===== src/hw/rtl/tuner_pll_word_generator_top_defines.svh =====
// ----------------------------------------------------------------------------
// Tuner PLL word generator assertion macros
// Shared concurrent assertion forms for the tuner PLL word generator.
// ----------------------------------------------------------------------------
`ifndef TUNER_PLL_WORD_GENERATOR_TOP_DEFINES_SVH
`define TUNER_PLL_WORD_GENERATOR_TOP_DEFINES_SVH

// same-cycle implication
`define TPWG_ASSERT_SAME(label, clk, rst, ante, cons, msg) \
   label: assert property (@(posedge clk) disable iff (rst) (ante) |-> (cons)) \
      else $error(msg);

// next-cycle implication
`define TPWG_ASSERT_NEXT(label, clk, rst, ante, cons, msg) \
   label: assert property (@(posedge clk) disable iff (rst) (ante) |=> (cons)) \
      else $error(msg);

`endif


===== src/hw/rtl/tpwg_pkg.sv =====
`timescale 1ns / 1ps
// ----------------------------------------------------------------------------
// Tuner PLL word generator package
// Widths, constants, register map and shared types.
// ----------------------------------------------------------------------------
package tpwg_pkg;

   localparam int FREQ_W      = 21;
   localparam int IF_W        = 16;
   localparam int WORD_W      = 16;
   localparam int WORDS_W     = 48;
   localparam int FMSET_W     = 58;
   localparam int BYTE_W      = 8;
   localparam int CSR_DATA_W  = 58;
   localparam int CSR_INDEX_W = 3;

   localparam int SUM_W       = FREQ_W + 1;
   localparam int TV_SHIFT    = 4;
   localparam int DIVIDEND_W  = SUM_W + TV_SHIFT;
   localparam int RECIP_W     = 27;
   localparam int RECIP_SHIFT = 36;
   localparam int PROD_W      = DIVIDEND_W + RECIP_W;
   localparam int DIVIDER_W   = PROD_W - RECIP_SHIFT;

   localparam int QUEUE_DEPTH = 4;

   // floor(x / 1000) == (x * RECIP_1000) >> RECIP_SHIFT for x below 2**26
   localparam logic [RECIP_W-1:0]   RECIP_1000     = 27'd68719477;
   localparam logic [FREQ_W-1:0]    FM_PRETUNE_KHZ = 21'd150000;
   localparam logic [IF_W-1:0]      FM_IF_KHZ      = 16'd10700;
   localparam logic [DIVIDER_W-1:0] DIV_MAX        = 17'd32767;
   localparam logic [4:0]           FM_SCALE       = 5'd20;

   localparam logic [IF_W-1:0]    RST_TV_IF_KHZ     = 16'd45750;
   localparam logic [FREQ_W-1:0]  RST_TV_MIN_KHZ    = 21'd55250;
   localparam logic [FREQ_W-1:0]  RST_TV_MAX_KHZ    = 21'd801250;
   localparam logic [FREQ_W-1:0]  RST_BAND_HIGH_KHZ = 21'd454000;
   localparam logic [FREQ_W-1:0]  RST_BAND_MID_KHZ  = 21'd160000;
   localparam logic [WORDS_W-1:0] RST_BAND_WORDS    = 48'h8E30_8E90_8EA0;

   typedef enum logic [1:0] {
      ST_OK     = 2'd0,
      ST_RANGE  = 2'd1,
      ST_FM_OFF = 2'd2,
      ST_OVF    = 2'd3
   } status_type;

   typedef enum logic [1:0] {
      OP_TV  = 2'd0,
      OP_FM  = 2'd1,
      OP_ERR = 2'd2
   } op_kind_type;

   typedef enum logic [CSR_INDEX_W-1:0] {
      REG_TV_IF_KHZ     = 3'd0,
      REG_TV_MIN_KHZ    = 3'd1,
      REG_TV_MAX_KHZ    = 3'd2,
      REG_BAND_HIGH_KHZ = 3'd3,
      REG_BAND_MID_KHZ  = 3'd4,
      REG_BAND_WORDS    = 3'd5,
      REG_FM_SETTINGS   = 3'd6,
      REG_PORT_BITS     = 3'd7
   } reg_index_type;

   typedef struct packed {
      logic [IF_W-1:0]    tv_if_khz;
      logic [FREQ_W-1:0]  tv_min_khz;
      logic [FREQ_W-1:0]  tv_max_khz;
      logic [FREQ_W-1:0]  band_high_khz;
      logic [FREQ_W-1:0]  band_mid_khz;
      logic [WORDS_W-1:0] band_words;
      logic [FREQ_W-1:0]  fm_min_khz;
      logic [FREQ_W-1:0]  fm_max_khz;
      logic [WORD_W-1:0]  fm_word;
      logic [BYTE_W-1:0]  port_bits;
   } cfg_type;

   typedef struct packed {
      op_kind_type           kind;
      status_type            status;
      logic                  last;
      logic                  chain;
      logic [FREQ_W-1:0]     freq;
      logic [DIVIDEND_W-1:0] dividend;
   } op_type;

endpackage


===== src/hw/rtl/tpwg_req_if.sv =====
`timescale 1ns / 1ps
// ----------------------------------------------------------------------------
// Tuning request channel
// Valid/ready channel carrying a frequency and a TV/FM mode.
// ----------------------------------------------------------------------------
interface tpwg_req_if;
   logic                        valid;
   logic                        ready;
   logic [tpwg_pkg::FREQ_W-1:0] freq_khz;
   logic                        mode;

   modport source (output valid, output freq_khz, output mode, input ready);
   modport sink   (input valid, input freq_khz, input mode, output ready);
endinterface


===== src/hw/rtl/tpwg_rsp_if.sv =====
`timescale 1ns / 1ps
// ----------------------------------------------------------------------------
// Tuner byte channel
// Valid/ready channel carrying four tuner bytes, a status and a last flag.
// ----------------------------------------------------------------------------
interface tpwg_rsp_if;
   logic                        valid;
   logic                        ready;
   logic [tpwg_pkg::BYTE_W-1:0] byte0;
   logic [tpwg_pkg::BYTE_W-1:0] byte1;
   logic [tpwg_pkg::BYTE_W-1:0] byte2;
   logic [tpwg_pkg::BYTE_W-1:0] byte3;
   logic [1:0]                  status;
   logic                        last;

   modport source (output valid, output byte0, output byte1, output byte2,
                   output byte3, output status, output last, input ready);
   modport sink   (input valid, input byte0, input byte1, input byte2,
                   input byte3, input status, input last, output ready);
endinterface


===== src/hw/rtl/tpwg_csr.sv =====
`timescale 1ns / 1ps
// ----------------------------------------------------------------------------
// Tuner PLL word generator register file
// Write-only configuration registers, unpacked into one struct.
// ----------------------------------------------------------------------------
module tpwg_csr (
   input  logic                                clock,
   input  logic                                reset,
   input  logic                                csr_we,
   input  logic [tpwg_pkg::CSR_INDEX_W-1:0]    csr_index,
   input  logic [tpwg_pkg::CSR_DATA_W-1:0]     csr_wdata,
   output tpwg_pkg::cfg_type                   cfg
);

   tpwg_pkg::cfg_type cfg_ff;
   tpwg_pkg::cfg_type cfg_in;

   always_comb begin
      cfg_in = cfg_ff;
      if (csr_we) begin
         unique case (tpwg_pkg::reg_index_type'(csr_index))
            tpwg_pkg::REG_TV_IF_KHZ:
               cfg_in.tv_if_khz = csr_wdata[tpwg_pkg::IF_W-1:0];
            tpwg_pkg::REG_TV_MIN_KHZ:
               cfg_in.tv_min_khz = csr_wdata[tpwg_pkg::FREQ_W-1:0];
            tpwg_pkg::REG_TV_MAX_KHZ:
               cfg_in.tv_max_khz = csr_wdata[tpwg_pkg::FREQ_W-1:0];
            tpwg_pkg::REG_BAND_HIGH_KHZ:
               cfg_in.band_high_khz = csr_wdata[tpwg_pkg::FREQ_W-1:0];
            tpwg_pkg::REG_BAND_MID_KHZ:
               cfg_in.band_mid_khz = csr_wdata[tpwg_pkg::FREQ_W-1:0];
            tpwg_pkg::REG_BAND_WORDS:
               cfg_in.band_words = csr_wdata[tpwg_pkg::WORDS_W-1:0];
            tpwg_pkg::REG_FM_SETTINGS: begin
               cfg_in.fm_min_khz = csr_wdata[57:37];
               cfg_in.fm_max_khz = csr_wdata[36:16];
               cfg_in.fm_word    = csr_wdata[15:0];
            end
            tpwg_pkg::REG_PORT_BITS:
               cfg_in.port_bits = csr_wdata[tpwg_pkg::BYTE_W-1:0];
            default: ;
         endcase
      end
   end

   always_ff @(posedge clock) begin
      if (reset) begin
         cfg_ff.tv_if_khz     <= tpwg_pkg::RST_TV_IF_KHZ;
         cfg_ff.tv_min_khz    <= tpwg_pkg::RST_TV_MIN_KHZ;
         cfg_ff.tv_max_khz    <= tpwg_pkg::RST_TV_MAX_KHZ;
         cfg_ff.band_high_khz <= tpwg_pkg::RST_BAND_HIGH_KHZ;
         cfg_ff.band_mid_khz  <= tpwg_pkg::RST_BAND_MID_KHZ;
         cfg_ff.band_words    <= tpwg_pkg::RST_BAND_WORDS;
         cfg_ff.fm_min_khz    <= '0;
         cfg_ff.fm_max_khz    <= '0;
         cfg_ff.fm_word       <= '0;
         cfg_ff.port_bits     <= '0;
      end else begin
         cfg_ff <= cfg_in;
      end
   end

   assign cfg = cfg_ff;

endmodule


===== src/hw/rtl/tpwg_front.sv =====
`timescale 1ns / 1ps
// ----------------------------------------------------------------------------
// Tuner PLL word generator front end
// Accepts requests, runs the range checks and queues tune operations.
// ----------------------------------------------------------------------------
module tpwg_front (
   input  logic                clock,
   input  logic                reset,
   input  tpwg_pkg::cfg_type   cfg,
   tpwg_req_if.sink            req,
   output logic                q_valid,
   input  logic                q_ready,
   output tpwg_pkg::op_type    q_op
);

   logic                              pend_ff;
   logic                              pend_in;
   tpwg_pkg::op_type                  pend_op_ff;
   tpwg_pkg::op_type                  pend_op_in;
   tpwg_pkg::op_type                  new_op;
   tpwg_pkg::op_type                  fm_op;
   logic                              start_pend;
   logic                              accept;
   logic [tpwg_pkg::SUM_W-1:0]        tv_sum;
   logic [tpwg_pkg::SUM_W-1:0]        pre_sum;
   logic [tpwg_pkg::SUM_W-1:0]        fm_sum;
   logic [tpwg_pkg::DIVIDEND_W-1:0]   fm_div;
   logic                              tv_in_range;
   logic                              pre_in_range;
   logic                              fm_in_range;

   always_comb begin
      tv_sum  = {1'b0, req.freq_khz} + tpwg_pkg::SUM_W'(cfg.tv_if_khz);
      pre_sum = {1'b0, tpwg_pkg::FM_PRETUNE_KHZ} + tpwg_pkg::SUM_W'(cfg.tv_if_khz);
      fm_sum  = {1'b0, req.freq_khz} + tpwg_pkg::SUM_W'(tpwg_pkg::FM_IF_KHZ);
      fm_div  = tpwg_pkg::DIVIDEND_W'(fm_sum) * tpwg_pkg::DIVIDEND_W'(tpwg_pkg::FM_SCALE);

      tv_in_range  = (req.freq_khz >= cfg.tv_min_khz) && (req.freq_khz <= cfg.tv_max_khz);
      pre_in_range = (tpwg_pkg::FM_PRETUNE_KHZ >= cfg.tv_min_khz) &&
                     (tpwg_pkg::FM_PRETUNE_KHZ <= cfg.tv_max_khz);
      fm_in_range  = (req.freq_khz >= cfg.fm_min_khz) && (req.freq_khz <= cfg.fm_max_khz);

      fm_op.kind     = tpwg_pkg::OP_FM;
      fm_op.status   = tpwg_pkg::ST_OK;
      fm_op.last     = 1'b1;
      fm_op.chain    = 1'b0;
      fm_op.freq     = req.freq_khz;
      fm_op.dividend = fm_div;

      new_op.kind     = tpwg_pkg::OP_ERR;
      new_op.status   = tpwg_pkg::ST_RANGE;
      new_op.last     = 1'b1;
      new_op.chain    = 1'b0;
      new_op.freq     = req.freq_khz;
      new_op.dividend = {tv_sum, {tpwg_pkg::TV_SHIFT{1'b0}}};
      start_pend      = 1'b0;

      if (!req.mode) begin
         if (tv_in_range) begin
            new_op.kind   = tpwg_pkg::OP_TV;
            new_op.status = tpwg_pkg::ST_OK;
         end
      end else if (cfg.fm_min_khz == '0) begin
         new_op.status = tpwg_pkg::ST_FM_OFF;
      end else if (fm_in_range && pre_in_range) begin
         // pretune at the fixed TV frequency, FM word queued next
         new_op.kind     = tpwg_pkg::OP_TV;
         new_op.status   = tpwg_pkg::ST_OK;
         new_op.last     = 1'b0;
         new_op.chain    = 1'b1;
         new_op.freq     = tpwg_pkg::FM_PRETUNE_KHZ;
         new_op.dividend = {pre_sum, {tpwg_pkg::TV_SHIFT{1'b0}}};
         start_pend      = 1'b1;
      end
   end

   assign req.ready = !reset && !pend_ff && q_ready;
   assign accept    = req.valid && req.ready;
   assign q_valid   = pend_ff || req.valid;
   assign q_op      = pend_ff ? pend_op_ff : new_op;

   always_comb begin
      pend_in    = pend_ff;
      pend_op_in = pend_op_ff;
      if (pend_ff && q_ready) begin
         pend_in = 1'b0;
      end
      if (accept) begin
         pend_in    = start_pend;
         pend_op_in = fm_op;
      end
   end

   always_ff @(posedge clock) begin
      if (reset) begin
         pend_ff <= 1'b0;
      end else begin
         pend_ff <= pend_in;
      end
      pend_op_ff <= pend_op_in;
   end

endmodule


===== src/hw/rtl/tpwg_queue.sv =====
`timescale 1ns / 1ps
// ----------------------------------------------------------------------------
// Tuner PLL word generator operation queue
// Small first-in first-out buffer between the front and back ends.
// ----------------------------------------------------------------------------
module tpwg_queue #(
   parameter int DEPTH = tpwg_pkg::QUEUE_DEPTH
) (
   input  logic                clock,
   input  logic                reset,
   input  logic                push_valid,
   output logic                push_ready,
   input  tpwg_pkg::op_type    push_op,
   output logic                pop_valid,
   input  logic                pop_ready,
   output tpwg_pkg::op_type    pop_op
);

   localparam int PTR_W = (DEPTH > 1) ? $clog2(DEPTH) : 1;
   localparam int CNT_W = $clog2(DEPTH + 1);

   tpwg_pkg::op_type   mem_ff [DEPTH];
   logic [PTR_W-1:0]   wr_ptr_ff;
   logic [PTR_W-1:0]   wr_ptr_in;
   logic [PTR_W-1:0]   rd_ptr_ff;
   logic [PTR_W-1:0]   rd_ptr_in;
   logic [CNT_W-1:0]   count_ff;
   logic [CNT_W-1:0]   count_in;
   logic               do_push;
   logic               do_pop;

   assign push_ready = (count_ff != CNT_W'(DEPTH));
   assign pop_valid  = (count_ff != '0);
   assign pop_op     = mem_ff[rd_ptr_ff];
   assign do_push    = push_valid && push_ready;
   assign do_pop     = pop_valid && pop_ready;

   always_comb begin
      wr_ptr_in = wr_ptr_ff;
      rd_ptr_in = rd_ptr_ff;
      count_in  = count_ff;
      if (do_push) begin
         wr_ptr_in = (wr_ptr_ff == PTR_W'(DEPTH - 1)) ? '0 : wr_ptr_ff + 1'b1;
      end
      if (do_pop) begin
         rd_ptr_in = (rd_ptr_ff == PTR_W'(DEPTH - 1)) ? '0 : rd_ptr_ff + 1'b1;
      end
      if (do_push && !do_pop) begin
         count_in = count_ff + 1'b1;
      end else if (do_pop && !do_push) begin
         count_in = count_ff - 1'b1;
      end
   end

   always_ff @(posedge clock) begin
      if (reset) begin
         wr_ptr_ff <= '0;
         rd_ptr_ff <= '0;
         count_ff  <= '0;
      end else begin
         wr_ptr_ff <= wr_ptr_in;
         rd_ptr_ff <= rd_ptr_in;
         count_ff  <= count_in;
      end
      if (do_push) begin
         mem_ff[wr_ptr_ff] <= push_op;
      end
   end

endmodule


===== src/hw/rtl/tpwg_back.sv =====
`timescale 1ns / 1ps
// ----------------------------------------------------------------------------
// Tuner PLL word generator back end
// Divides by 1000, checks the divider, picks the band and orders the bytes.
// ----------------------------------------------------------------------------
module tpwg_back (
   input  logic                clock,
   input  logic                reset,
   input  tpwg_pkg::cfg_type   cfg,
   input  logic                pop_valid,
   output logic                pop_ready,
   input  tpwg_pkg::op_type    pop_op,
   tpwg_rsp_if.source          rsp
);

   logic                              a_valid_ff;
   logic                              a_valid_in;
   tpwg_pkg::op_type                  a_op_ff;
   logic [tpwg_pkg::PROD_W-1:0]       a_prod_ff;
   logic [tpwg_pkg::PROD_W-1:0]       prod;
   logic                              a_move;
   logic                              a_free;
   logic                              a_load;

   logic [tpwg_pkg::DIVIDER_W-1:0]    n;
   logic                              ovf;
   logic [tpwg_pkg::WORD_W-1:0]       band_word;
   logic [tpwg_pkg::BYTE_W-1:0]       b0;
   logic [tpwg_pkg::BYTE_W-1:0]       b1;
   logic [tpwg_pkg::BYTE_W-1:0]       b2;
   logic [tpwg_pkg::BYTE_W-1:0]       b3;
   tpwg_pkg::status_type              st;
   logic                              lst;
   logic                              drop;
   logic                              upd;

   logic                              skip_ff;
   logic                              skip_in;
   logic [tpwg_pkg::FREQ_W-1:0]       last_tuned_ff;
   logic [tpwg_pkg::FREQ_W-1:0]       last_tuned_in;

   logic                              out_valid_ff;
   logic                              out_valid_in;
   logic [tpwg_pkg::BYTE_W-1:0]       out_b0_ff;
   logic [tpwg_pkg::BYTE_W-1:0]       out_b1_ff;
   logic [tpwg_pkg::BYTE_W-1:0]       out_b2_ff;
   logic [tpwg_pkg::BYTE_W-1:0]       out_b3_ff;
   tpwg_pkg::status_type              out_status_ff;
   logic                              out_last_ff;

   assign a_move    = a_valid_ff && (!out_valid_ff || rsp.ready);
   assign a_free    = !a_valid_ff || a_move;
   assign pop_ready = a_free;
   assign a_load    = a_free && pop_valid;
   assign a_valid_in = a_free ? pop_valid : a_valid_ff;
   assign prod = tpwg_pkg::PROD_W'(pop_op.dividend) * tpwg_pkg::PROD_W'(tpwg_pkg::RECIP_1000);

   always_comb begin
      n   = a_prod_ff[tpwg_pkg::PROD_W-1:tpwg_pkg::RECIP_SHIFT];
      ovf = (n > tpwg_pkg::DIV_MAX);

      if (a_op_ff.freq >= cfg.band_high_khz) begin
         band_word = cfg.band_words[47:32];
      end else if (a_op_ff.freq >= cfg.band_mid_khz) begin
         band_word = cfg.band_words[31:16];
      end else begin
         band_word = cfg.band_words[15:0];
      end

      b0      = '0;
      b1      = '0;
      b2      = '0;
      b3      = '0;
      st      = a_op_ff.status;
      lst     = 1'b1;
      drop    = 1'b0;
      upd     = 1'b0;
      skip_in = skip_ff;

      unique case (a_op_ff.kind)
         tpwg_pkg::OP_TV: begin
            if (ovf) begin
               st = tpwg_pkg::ST_OVF;
               if (a_op_ff.chain) begin
                  skip_in = 1'b1;
               end
            end else begin
               st  = tpwg_pkg::ST_OK;
               lst = a_op_ff.last;
               upd = 1'b1;
               if (a_op_ff.freq >= last_tuned_ff) begin
                  b0 = n[15:8];
                  b1 = n[7:0];
                  b2 = band_word[15:8];
                  b3 = band_word[7:0] | cfg.port_bits;
               end else begin
                  b0 = band_word[15:8];
                  b1 = band_word[7:0] | cfg.port_bits;
                  b2 = n[15:8];
                  b3 = n[7:0];
               end
            end
         end
         tpwg_pkg::OP_FM: begin
            if (skip_ff) begin
               drop    = 1'b1;
               skip_in = 1'b0;
            end else if (ovf) begin
               st = tpwg_pkg::ST_OVF;
            end else begin
               st  = tpwg_pkg::ST_OK;
               upd = 1'b1;
               b0  = n[15:8];
               b1  = n[7:0];
               b2  = cfg.fm_word[15:8];
               b3  = cfg.fm_word[7:0] | cfg.port_bits;
            end
         end
         default: ;
      endcase

      last_tuned_in = (a_move && upd) ? a_op_ff.freq : last_tuned_ff;

      if (a_move && !drop) begin
         out_valid_in = 1'b1;
      end else if (rsp.ready) begin
         out_valid_in = 1'b0;
      end else begin
         out_valid_in = out_valid_ff;
      end
   end

   always_ff @(posedge clock) begin
      if (reset) begin
         a_valid_ff    <= 1'b0;
         out_valid_ff  <= 1'b0;
         skip_ff       <= 1'b0;
         last_tuned_ff <= '0;
      end else begin
         a_valid_ff    <= a_valid_in;
         out_valid_ff  <= out_valid_in;
         last_tuned_ff <= last_tuned_in;
         if (a_move) begin
            skip_ff <= skip_in;
         end
      end
      if (a_load) begin
         a_op_ff   <= pop_op;
         a_prod_ff <= prod;
      end
      if (a_move && !drop) begin
         out_b0_ff     <= b0;
         out_b1_ff     <= b1;
         out_b2_ff     <= b2;
         out_b3_ff     <= b3;
         out_status_ff <= st;
         out_last_ff   <= lst;
      end
   end

   assign rsp.valid  = out_valid_ff;
   assign rsp.byte0  = out_b0_ff;
   assign rsp.byte1  = out_b1_ff;
   assign rsp.byte2  = out_b2_ff;
   assign rsp.byte3  = out_b3_ff;
   assign rsp.status = out_status_ff;
   assign rsp.last   = out_last_ff;

endmodule


===== src/hw/rtl/tuner_pll_word_generator_top.sv =====
`timescale 1ns / 1ps
// ----------------------------------------------------------------------------
// Tuner PLL word generator
// Turns tuning requests into the four programming bytes of a PLL tuner.
// ----------------------------------------------------------------------------
// A TV request yields one transaction. A pretuned FM request holds the request
// port until the front end has written the pretune and the FM word into the
// operation queue, one per cycle while the queue has room; an FM request
// yields one or two transactions. Results pass through the queue, the divide
// stage and the output register and can be taken when the result port is
// free. The queue of QUEUE_DEPTH operations lets requests keep coming while
// results wait.
// Write configuration only while idle.
module tuner_pll_word_generator_top #(
   parameter int QUEUE_DEPTH = tpwg_pkg::QUEUE_DEPTH
) (
   input  logic                              clock,
   input  logic                              reset,
   input  logic                              csr_we,
   input  logic [tpwg_pkg::CSR_INDEX_W-1:0]  csr_index,
   input  logic [tpwg_pkg::CSR_DATA_W-1:0]   csr_wdata,
   tpwg_req_if.sink                          req_ch,
   tpwg_rsp_if.source                        rsp_ch
);

`include "tuner_pll_word_generator_top_defines.svh"

   tpwg_pkg::cfg_type   cfg;
   logic                push_valid;
   logic                push_ready;
   tpwg_pkg::op_type    push_op;
   logic                pop_valid;
   logic                pop_ready;
   tpwg_pkg::op_type    pop_op;

   tpwg_csr u_csr (
      .clock     (clock),
      .reset     (reset),
      .csr_we    (csr_we),
      .csr_index (csr_index),
      .csr_wdata (csr_wdata),
      .cfg       (cfg)
   );

   tpwg_front u_front (
      .clock   (clock),
      .reset   (reset),
      .cfg     (cfg),
      .req     (req_ch),
      .q_valid (push_valid),
      .q_ready (push_ready),
      .q_op    (push_op)
   );

   tpwg_queue #(
      .DEPTH (QUEUE_DEPTH)
   ) u_queue (
      .clock      (clock),
      .reset      (reset),
      .push_valid (push_valid),
      .push_ready (push_ready),
      .push_op    (push_op),
      .pop_valid  (pop_valid),
      .pop_ready  (pop_ready),
      .pop_op     (pop_op)
   );

   tpwg_back u_back (
      .clock     (clock),
      .reset     (reset),
      .cfg       (cfg),
      .pop_valid (pop_valid),
      .pop_ready (pop_ready),
      .pop_op    (pop_op),
      .rsp       (rsp_ch)
   );

   `TPWG_ASSERT_SAME(a_err_zero, clock, reset, rsp_ch.valid && (rsp_ch.status != tpwg_pkg::ST_OK), (rsp_ch.byte0 == '0) && (rsp_ch.byte1 == '0) && (rsp_ch.byte2 == '0) && (rsp_ch.byte3 == '0) && rsp_ch.last, "error transaction carries bytes or is not last")
   `TPWG_ASSERT_SAME(a_notlast_ok, clock, reset, rsp_ch.valid && !rsp_ch.last, rsp_ch.status == tpwg_pkg::ST_OK, "non-final transaction with error status")
   `TPWG_ASSERT_NEXT(a_pretune_follow, clock, reset, push_valid && push_ready && push_op.chain, push_valid && (push_op.kind == tpwg_pkg::OP_FM) && !req_ch.ready, "pretune not followed by FM operation")

endmodule


===== src/flat_wrapper.sv =====
// flat-port wrapper written by rule: the top's interface ports become plain ports
module tuner_pll_word_generator_top_flat 
#(
   parameter int QUEUE_DEPTH = tpwg_pkg::QUEUE_DEPTH
)
  (clock, reset, csr_we, csr_index, csr_wdata, req_ch_valid, req_ch_freq_khz, req_ch_mode, req_ch_ready, rsp_ch_valid, rsp_ch_byte0, rsp_ch_byte1, rsp_ch_byte2, rsp_ch_byte3, rsp_ch_status, rsp_ch_last, rsp_ch_ready);
  tpwg_req_if req_ch_i ();
  tpwg_rsp_if rsp_ch_i ();
  input  logic clock;
  input  logic reset;
  input  logic csr_we;
  input  logic [tpwg_pkg::CSR_INDEX_W-1:0] csr_index;
  input  logic [tpwg_pkg::CSR_DATA_W-1:0] csr_wdata;
  input wire logic [$bits(req_ch_i.valid)-1:0] req_ch_valid;
  input wire logic [$bits(req_ch_i.freq_khz)-1:0] req_ch_freq_khz;
  input wire logic [$bits(req_ch_i.mode)-1:0] req_ch_mode;
  output wire logic [$bits(req_ch_i.ready)-1:0] req_ch_ready;
  output wire logic [$bits(rsp_ch_i.valid)-1:0] rsp_ch_valid;
  output wire logic [$bits(rsp_ch_i.byte0)-1:0] rsp_ch_byte0;
  output wire logic [$bits(rsp_ch_i.byte1)-1:0] rsp_ch_byte1;
  output wire logic [$bits(rsp_ch_i.byte2)-1:0] rsp_ch_byte2;
  output wire logic [$bits(rsp_ch_i.byte3)-1:0] rsp_ch_byte3;
  output wire logic [$bits(rsp_ch_i.status)-1:0] rsp_ch_status;
  output wire logic [$bits(rsp_ch_i.last)-1:0] rsp_ch_last;
  input wire logic [$bits(rsp_ch_i.ready)-1:0] rsp_ch_ready;
  assign req_ch_i.valid = req_ch_valid;
  assign req_ch_i.freq_khz = req_ch_freq_khz;
  assign req_ch_i.mode = req_ch_mode;
  assign req_ch_ready = req_ch_i.ready;
  assign rsp_ch_valid = rsp_ch_i.valid;
  assign rsp_ch_byte0 = rsp_ch_i.byte0;
  assign rsp_ch_byte1 = rsp_ch_i.byte1;
  assign rsp_ch_byte2 = rsp_ch_i.byte2;
  assign rsp_ch_byte3 = rsp_ch_i.byte3;
  assign rsp_ch_status = rsp_ch_i.status;
  assign rsp_ch_last = rsp_ch_i.last;
  assign rsp_ch_i.ready = rsp_ch_ready;
  tuner_pll_word_generator_top #(.QUEUE_DEPTH(QUEUE_DEPTH)) u_core (.clock(clock), .reset(reset), .csr_we(csr_we), .csr_index(csr_index), .csr_wdata(csr_wdata), .req_ch(req_ch_i), .rsp_ch(rsp_ch_i));
endmodule

===== config.mk =====
export PLATFORM = sky130hd
export DESIGN_NAME = tuner_pll_word_generator_top_flat
export DESIGN_NICKNAME = d
export VERILOG_FILES = /design/src/hw/rtl/tpwg_pkg.sv /design/src/hw/rtl/tpwg_req_if.sv /design/src/hw/rtl/tpwg_rsp_if.sv /design/src/hw/rtl/tpwg_csr.sv /design/src/hw/rtl/tpwg_front.sv /design/src/hw/rtl/tpwg_queue.sv /design/src/hw/rtl/tpwg_back.sv /design/src/hw/rtl/tuner_pll_word_generator_top.sv /design/src/flat_wrapper.sv
export VERILOG_INCLUDE_DIRS = /design/src /design/src/hw/rtl
export SDC_FILE = /design/constraint.sdc
export NUM_CORES = 2
export LEC_CHECK = 0
export BUFFER_PORTS_ARGS = -buffer_cell sky130_fd_sc_hd__buf_2
export CORE_AREA = 8 8 258 260
export CTS_CLUSTER_DIAMETER = 30
export CTS_CLUSTER_SIZE = 12
export DETAILED_ROUTE_END_ITERATION = 8
export DIE_AREA = 0 0 266 268
export PLACE_DENSITY = 0.91
export SYNTH_ARGS = -nofsm -noshare
export SYNTH_HDL_FRONTEND = slang
export SYNTH_HIERARCHICAL = 1
export SYNTH_SLANG_ARGS = --single-unit

===== constraint.sdc =====
create_clock -name clock -period 10.53 [get_ports clock]
set_clock_uncertainty 0.15 [all_clocks]
set_input_delay 1.053 -clock clock [delete_from_list [all_inputs] [get_ports clock]]
set_output_delay 1.053 -clock clock [all_outputs]
set_load 0.03 [all_outputs]

==> flow_summary.ini <==
[status]
status = finished, final reports clean

[clock_network]
clock_path_buffers = 3
cts_tree = yes
cts_resized = 0
clk_pin_slew_ps = 60
ctsHoldBuffers = 0
clk_latency_ps = 660
cts-root-buf = clkbuf_16
numCtsBuffers = 99
cts.sinks = 582
cts-htree-levels = 3
cts_setup_buffers = 0

[critical_path]
crit_top_cell = fa_1
ff2ff_path_depth = 21
endpoint_kind = register
required_ps = 10750
crit-reg2reg-capture = u_core/u_back/a_prod_ff[45]
regToRegSetupSlack_ps = 2190
path_cells = buf_4 > mux4_2 > inv_1 > fa_1 > fa_1 > inv_1 > fa_1 > fa_1 > fa_1 > inv_1 > fa_1 > inv_1 > ha_1 > nand2_1 > o21ai_0 > a2111oi_0 > a211oi_1 > o221ai_1 > o21ai_0 > a21oi_1 > xnor2_1
slowest_stage = mux4_2
path_class = register to register
critPathLaunchType = register
cp_max_fo = 28
cpPeakStageDelay_ps = 760
cp.arrival_ps = 8560

[detailed_routing]
routed_via_density = 6.298
drt_wl_total_mm = 114.7
vias = 29080
dr_wl_met3_mm = 11.75
drt_iter0_markers = 3614
drt-met1-wl_mm = 41.53
ant_nets = 0
top_layer_used = met5
drt-wirelength-per-cell_um = 24.85
met2_length_mm = 52.83
drc_errors = 0
drt-pass1-iter-count = 7

[placement]
place_congestion = 0.9818
numPortBuffers = 124
dpl.hpwl_mm = 77.71

[timing]
setup_violations = 0
slew_violations = 0
hold_viol = 0
max_freq_mhz = 119.9
maxSlewHeadroom = 0.1677
tns_ps = 0
tightest_slew_ps = 1238
timing.final.crit_share = 0.7920
period_minus_slack_ps = 8340
rsz0062_at_grt = no

[synth]
synth_area_leader_cell = edfxtp_1
synth_cell_type_count = 94
syn_area_per_cell_sq_um = 11.14
synthTopCellsByArea = edfxtp_1 25%, ha_1 15%, dfxtp_1 13%
ys_seq_area_frac = 0.3799
synth-seq-cells = 582
synth_ff_type = edfxtp_1
async_flop_share = 0
synth_top_area_frac = 0.2541
synthCells = 3544
synth_warnings = 6
synth-edff-count = 334
syn_area_sq_um = 39470

[finish]
drive_gt1_frac = 0.1196
syn_to_final_growth_pct = 12.50
final_common_cell = inv_1
post-route-util = 0.7117
nets = 4466
mostFrequentLayoutCells = 555 x inv_1, 479 x ha_1, 334 x edfxtp_1, 245 x dfxtp_1, 234 x mux2i_1
nFillCells = 3962
multi_input_area_sq_um = 21840
register_area_sq_um = 15000

[min_path]
hold_path.startpoint = u_core/u_back/last_tuned_ff[19]
hold_depth = 2
min_to = u_core/u_back/last_tuned_ff[19]
hold_path.class = register to register

[floorplan]
dieWidth_um = 266
initial_core_util = 0.6327
die_h_um = 268
num_rows = 92
io_pins = 125
core_area_sq_um = 62390
die_area_sq_um = 71290

[grt]
grt_pass1_wl_mm = 173.7
first_global_vias = 30020
antenna_found_initial = 3
grt_max_degree = 102
overflow = 0
track_usage = 0.3163

[flow_run]
max_cap_viol_count = 0
[synthesized netlist by cell type, drive strengths merged (11+ instances only)]
cell type and number:
inv 555, ha 479, edfxtp 334, dfxtp 248
mux2i 234, nand2b 231, fa 215, nor2 164
nand2 142, a21oi 135, o21ai 80, buf 63
a21o 57, clkbuf 55, mux4 53, xnor2 48
nand3 39, nand4 36, xor2 24, nor3 22
o31ai 22, a31oi 19, a211oi 18, o2bb2ai 17
mux2 16, o211ai 16, and3 15, nor2b 15
o21a 13, o221ai 11
[layout make-up]
class,count,area share
inverter,555,0.04691
sequential,582,0.3378
tap,846,0.02384
timing repair buffer,156,0.01958
clock inverter,78,0.02113
clock buffer,109,0.05875
antenna,1,0.00005635
multi-input combinational,2290,0.4919
[logic make-up after synthesis]
kind of cell / share of synthesized area
AO/OA/AOI/OAI: 0.08270
XOR/XNOR: 0.01598
other: 0.00009500
buffers and inverters: 0.06774
adder cells (fa/ha/maj): 0.2609
AND/OR/NAND/NOR: 0.09861
multiplexers: 0.09414
flip-flops: 0.3799
[sequential cells by signal, summed over array words and instances, names as in the netlist, 3 cells and up, named ones only]
register / flops
u_core/u_back/rsp.byte1: 8
u_core/u_back/rsp.byte2: 8
u_core/u_queue/mem_ff: 212
u_core/u_back/a_prod_ff: 17
u_core/u_front/pend_op_ff: 43
u_core/u_back/rsp.byte0: 8
u_core/u_back/last_tuned_ff: 21
u_core/u_queue/count_ff: 3
u_core/u_back/a_op_ff: 27
u_core/u_csr/cfg: 214
u_core/u_back/rsp.byte3: 8
[layer usage]
layer / global-route usage / vias up
met5: 0 / -
met4: 0.2073 / 2
met3: 0.06925 / 564
met2: 0.5100 / 1957
met1: 0.3834 / 13970
li1: - / 12590
[through the flow]
stage | std cells | hold WS (ps) | instance area (sq um) | worst slack [ps]
after CTS | 4616 | 309.4 | 44400 | 2202
final | 4617 | 316.5 | 44410 | 2190
after global placement | 4429 | 292.1 | 40860 | 2440
after global routing | 4617 | 341.8 | 44410 | 1815
after floorplan | 3545 | 280.3 | 39480 | 3091
after detailed placement | 4429 | 297.4 | 40860 | 2247
[critical path: cells and delay by family, from the launching register on]
family,cells,cell delay [ps]
adders and majority gates,7,3350
buffers and inverters,5,970
AOI/OAI and AO/OA,6,1900
xor gates and xnor gates,1,150
muxes,1,760
DFF,1,680
and+or+nand+nor,1,60
[worst max-delay path by stage]
stage	end	slack [ps]	start
after floorplan	u_core/u_back/a_prod_ff[50]	3090	register
after global placement	u_core/u_back/a_prod_ff[45]	2440	register
after detailed placement	u_core/u_back/a_prod_ff[45]	2250	register
after CTS	u_core/u_back/a_prod_ff[51]	2200	register
after global routing	u_core/u_back/a_prod_ff[50]	1810	register
final	u_core/u_back/a_prod_ff[45]	2190	register
Power is not shown: default switching activity piles up to over one toggle a cycle in this logic, so the estimate is an artifact.
